## config.mk

```make
export PLATFORM = sky130hd
export DESIGN_NAME = qrm_div_stage
export DESIGN_NICKNAME = d
export VERILOG_FILES = /design/src/design/qrm_pkg.sv /design/src/design/qrm_div_stage.sv
export SDC_FILE = /design/constraint.sdc
export NUM_CORES = 1
export LEC_CHECK = 0
export BUFFER_PORTS_ARGS = -buffer_cell sky130_fd_sc_hd__buf_4
export CAP_MARGIN = 20
export CELL_PAD_IN_SITES_DETAIL_PLACEMENT = 1
export CELL_PAD_IN_SITES_GLOBAL_PLACEMENT = 2
export CORE_AREA = 5 5 374 376
export CTS_CLUSTER_DIAMETER = 100
export CTS_CLUSTER_SIZE = 8
export DETAILED_ROUTE_END_ITERATION = 16
export DIE_AREA = 0 0 379 381
export PLACE_DENSITY = 0.67
export SYNTH_ARGS = -nofsm -noshare
export SYNTH_HDL_FRONTEND = slang
export SYNTH_SLANG_ARGS = --single-unit
export TNS_END_PERCENT = 5
```

## constraint.sdc

```tcl
create_clock -name clk_i -period 1.6 [get_ports clk_i]
set_input_delay 0.4 -clock clk_i [delete_from_list [all_inputs] [get_ports clk_i]]
set_output_delay 0.4 -clock clk_i [all_outputs]
set_load 0.05 [all_outputs]
```

## src/design/qrm_pkg.sv

```systemverilog
// ----------------------------------------------------------------------------
// qrm_pkg: shared constants for the quaternion to rotation matrix pipeline
// Lane numbering follows the row-major order of the 3x3 matrix.
// ----------------------------------------------------------------------------
package qrm_pkg;

  localparam int NumLanes = 9;
  localparam int LaneR00  = 0;
  localparam int LaneR01  = 1;
  localparam int LaneR02  = 2;
  localparam int LaneR10  = 3;
  localparam int LaneR11  = 4;
  localparam int LaneR12  = 5;
  localparam int LaneR20  = 6;
  localparam int LaneR21  = 7;
  localparam int LaneR22  = 8;

endpackage

```

## src/design/qrm_div_stage.sv

```systemverilog
// ----------------------------------------------------------------------------
// qrm_div_stage: one restoring division step for all nine lanes
// Develops one quotient bit per lane against the shared squared norm.
// ----------------------------------------------------------------------------
module qrm_div_stage
  import qrm_pkg::*;
#(
  parameter int RW    = 33,
  parameter int QW    = 16,
  parameter bit FIRST = 1'b0
) (
  input  logic                clk_i,
  input  logic                rst_ni,
  input  logic                en_i,
  input  logic                valid_i,
  input  logic                zero_i,
  input  logic [RW-1:0]       n_i,
  input  logic [NumLanes-1:0] neg_i,
  input  logic [RW-1:0]       rem_i [NumLanes],
  input  logic [QW-1:0]       quo_i [NumLanes],
  output logic                valid_o,
  output logic                zero_o,
  output logic [RW-1:0]       n_o,
  output logic [NumLanes-1:0] neg_o,
  output logic [RW-1:0]       rem_o [NumLanes],
  output logic [QW-1:0]       quo_o [NumLanes]
);

  logic [RW:0]     trial [NumLanes];
  logic [RW:0]     diff  [NumLanes];
  logic [NumLanes-1:0] ge;

  // The first step takes the integer bit, later ones shift the remainder.
  always_comb begin
    for (int i = 0; i < NumLanes; i++) begin
      trial[i] = FIRST ? {1'b0, rem_i[i]} : {rem_i[i], 1'b0};
      diff[i]  = trial[i] - {1'b0, n_i};
      ge[i]    = (trial[i] >= {1'b0, n_i});
    end
  end

  always_ff @(posedge clk_i or negedge rst_ni) begin
    if (!rst_ni) begin
      valid_o <= 1'b0;
    end else if (en_i) begin
      valid_o <= valid_i;
    end
  end

  always_ff @(posedge clk_i) begin
    if (en_i) begin
      zero_o <= zero_i;
      n_o    <= n_i;
      neg_o  <= neg_i;
      for (int i = 0; i < NumLanes; i++) begin
        rem_o[i] <= ge[i] ? diff[i][RW-1:0] : trial[i][RW-1:0];
        quo_o[i] <= {quo_i[i][QW-2:0], ge[i]};
      end
    end
  end

endmodule

```

==> out/metrics.yaml <==
grt:
  globalRouteTotalUtil_pct: 25.36
  overflow: 0
  grt_pass1_wl_mm: 266.5
  grt_max_degree: 57
  grt_pass1_vias: 38724
  grt_antenna_before_repair: 37
floorplanning:
  die_h_um: 381
  die_width_um: 379
  start_util_pct: 24.32
  ioPinCount: 973
  dieArea_um2: 144400
  rows: 136
  coreArea_um2: 136500
synth:
  synth_area_um2: 33180
  synth-seq-area-share_pct: 43.87
  ys_async_sr_fraction_pct: 0.2062
  ys_top_cells_by_area: "edfxtp_1 (44%), ha_1 (11%), a21oi_1 (6.0%)"
  synthMuxAreaShare_pct: 4.076
  yosys_warnings: 0
  synth_xor_area_share_pct: 6.704
  syn-num-nets: 4036
  synth-seq-cells: 485
  synth-simple-area-share_pct: 11.60
  synth-compound-area-share_pct: 19.32
  synth_cell_types: 80
  synth_top_area_share_pct: 43.80
  synth_top_area_cell: "edfxtp_1"
  synth_top_family_by_area: "compound AO/OA/AOI/OAI gates"
  synth-adder-area-share_pct: 11.74
  syn_avg_cell_area_um2: 10.24
  syn_inst: 3242
  synth-edff-count: 484
  ys.flop_type: "edfxtp_1"
clocking:
  cts-htree-levels: 3
  cts-root-buf: "clkbuf_16"
  cts.reportedPaths.clkPinSlew_ps: 50
  clock_latency_ps: 660
  numCtsBuffers: 74
  clock_path_buffers: 3
  clock_sink_count: 485
  cts_tree: "done"
cells_and_area:
  area_growth_pct: 81.16
  final_cell_mix: "buf_4 (1889), edfxtp_1 (484), a21oi_1 (336), ha_1 (247), nor2_1 (235)"
  instances_no_fill: 7491
  drive_gt1_share_pct: 48.42
  final_common_cell: "buf_4"
  nets: 6444
sta:
  tns_ps: -388610
  hold_slack_ps: 63.39
  fin_ws_ps: -1534
  max_freq_ghz: 0.3191
  rsz0062_at_grt: "true"
  finClkSkew_ps: 0
  hold_viol: 0
  setup_violations: 772
  relSlewSlack_pct: 68.22
  slew_viol_final: 0
  fin_crit_ps: 3134
  tightestPinTransition_ps: 473.3
  post-route-period-util_pct: 195.9
setup_path:
  critPathMaxFanout: 8
  cp-end-kind: "flop"
  cp-start-kind: "input pin"
  path_class: "input pin to flop"
  critPathRequiredTime_ps: 2020
  crit_arrival_ps: 3550
route:
  m1WireLength_mm: 74.73
  top_layer_used: "met5"
  via_per_inst: 4.828
  drc: 0
  drt_iter0_markers: 1609
  final_antenna_net_count: 0
  wl_mm: 193.4
  first_pass_iters: 5
  wl_met2_mm: 98.21
  route.vias.total: 36168
  avgRoutedWirePerCell_um: 25.82
  wl_met3_mm: 10.71
place:
  place_inst: 7074
  gp_congestion: 0.9071
  port_buffers: 963
  dp_hpwl_mm: 156.4
min_path:
  hold_path.class: "input pin to flop"
pwr:
  leakage_uw: 0.02700
  fin_total_pwr_uw: 58200
  cellPowerDensity_nw_per_um2: 968.1
  ir_worst_vdd_v: 0.0006934
job:
  drv_cap: 0
outcome:
  outcome: "finished, violations left"
  violations: "setup timing"
cell families (layout without fill, tap and decap cells):
group | count (synthesis) | count (layout)
AND/OR/NAND/NOR | 835 | 835
buffers and inverters | 216 | 2649
flip-flops | 485 | 485
other | 0 | 22
adder cells (fa/ha/maj) | 306 | 306
XOR/XNOR | 254 | 254
AO/OA/AOI/OAI | 1034 | 1034
multiplexers | 112 | 112
final timing paths:
path	from	to	slack [ps]	cells past startpoint
setup / recovery	n_i[6]	rem_o[243]	-1530	16
setup reg to reg	valid_o	valid_o	830	1
hold reg to reg	valid_o	valid_o	540	1
min in group asynchronous	rst_ni	valid_o	600	3
max in group asynchronous	rst_ni	valid_o	900	3
hold / removal	rem_i[54]	rem_o[55]	60	3
registers in the layout, indices dropped and copies added (netlist names):
register and flops:
rem_o 297, quo_o 144, neg_o 9, n_o 33
zero_o 1, valid_o 1
worst max-delay path, cell delays in order:
cell and delay (ps):
buf_8 80, clkinvlp_4 90, buf_12 160, ha_4 260
nand4_1 140, a211oi_2 60, buf_4 140, o41a_1 390
o31a_1 310, nor3_2 180, o31a_1 170, and2_4 160
o221ai_2 100, a211o_4 400, clkbuf_16 200, mux2_4 300
cell usage after synthesis (41+ instances only):
cell type  count
a21o_1       156
a21oi_1      395
clkbuf_1      73
edfxtp_1     484
ha_1         297
inv_1        118
mux2_2        81
nand2_1      230
nand3_1       62
nand4_1       50
nor2_1       291
o21a_1        41
o21ai_0      203
xnor2_1      150
xor2_1       104
where the power goes:
part	leakage (uW)	switching (uW)	internal, uW
clock	0.00102	6580	8600
combinational	0.0212	14900	11100
sequential	0.00475	894	16200
total	0.0270	22300	35900
per-stage QoR:
stage	setup WS (ps)	area [um2]	utilization, %
final	-1534	60120	44.05
after global routing	-1586	60100	44.04
after CTS	-1491	58270	42.70
after detailed placement	-2489	52080	38.16
after global placement	-2426	52080	38.16
after floorplan	-1788	33310	-
timing repair:
| action | in CTS | in global routing |
|---|---|---|
| endpoints found under the setup margin | 791 | 791 |
| buffers inserted | 40 | 28 |
| hold buffers | 219 | 0 |
| pin swaps | 67 | 49 |
| gates resized for setup | 296 | 391 |
| hold endpoints to repair | 218 | 0 |
| cloned | 8 | 6 |
metal layers:
metal	up-vias	GRT usage, %
met3	292	4.228
met1	17843	28.83
met4	12	11.09
met2	1034	46.43
met5	-	0
li1	16987	-
final cells by class:
type                    count  area (um2)
clock inverters            15       232.7
multi-input cells        2541       19770
inverters                 118       485.5
well taps                1794        2245
fillers                 15204       76350
repair buffers           2430       20880
flip-flops and latches    485       14560
diodes                     22       55.05
clock buffers              86        1897
No activity file was read; power rests on OpenSTA's default activity.
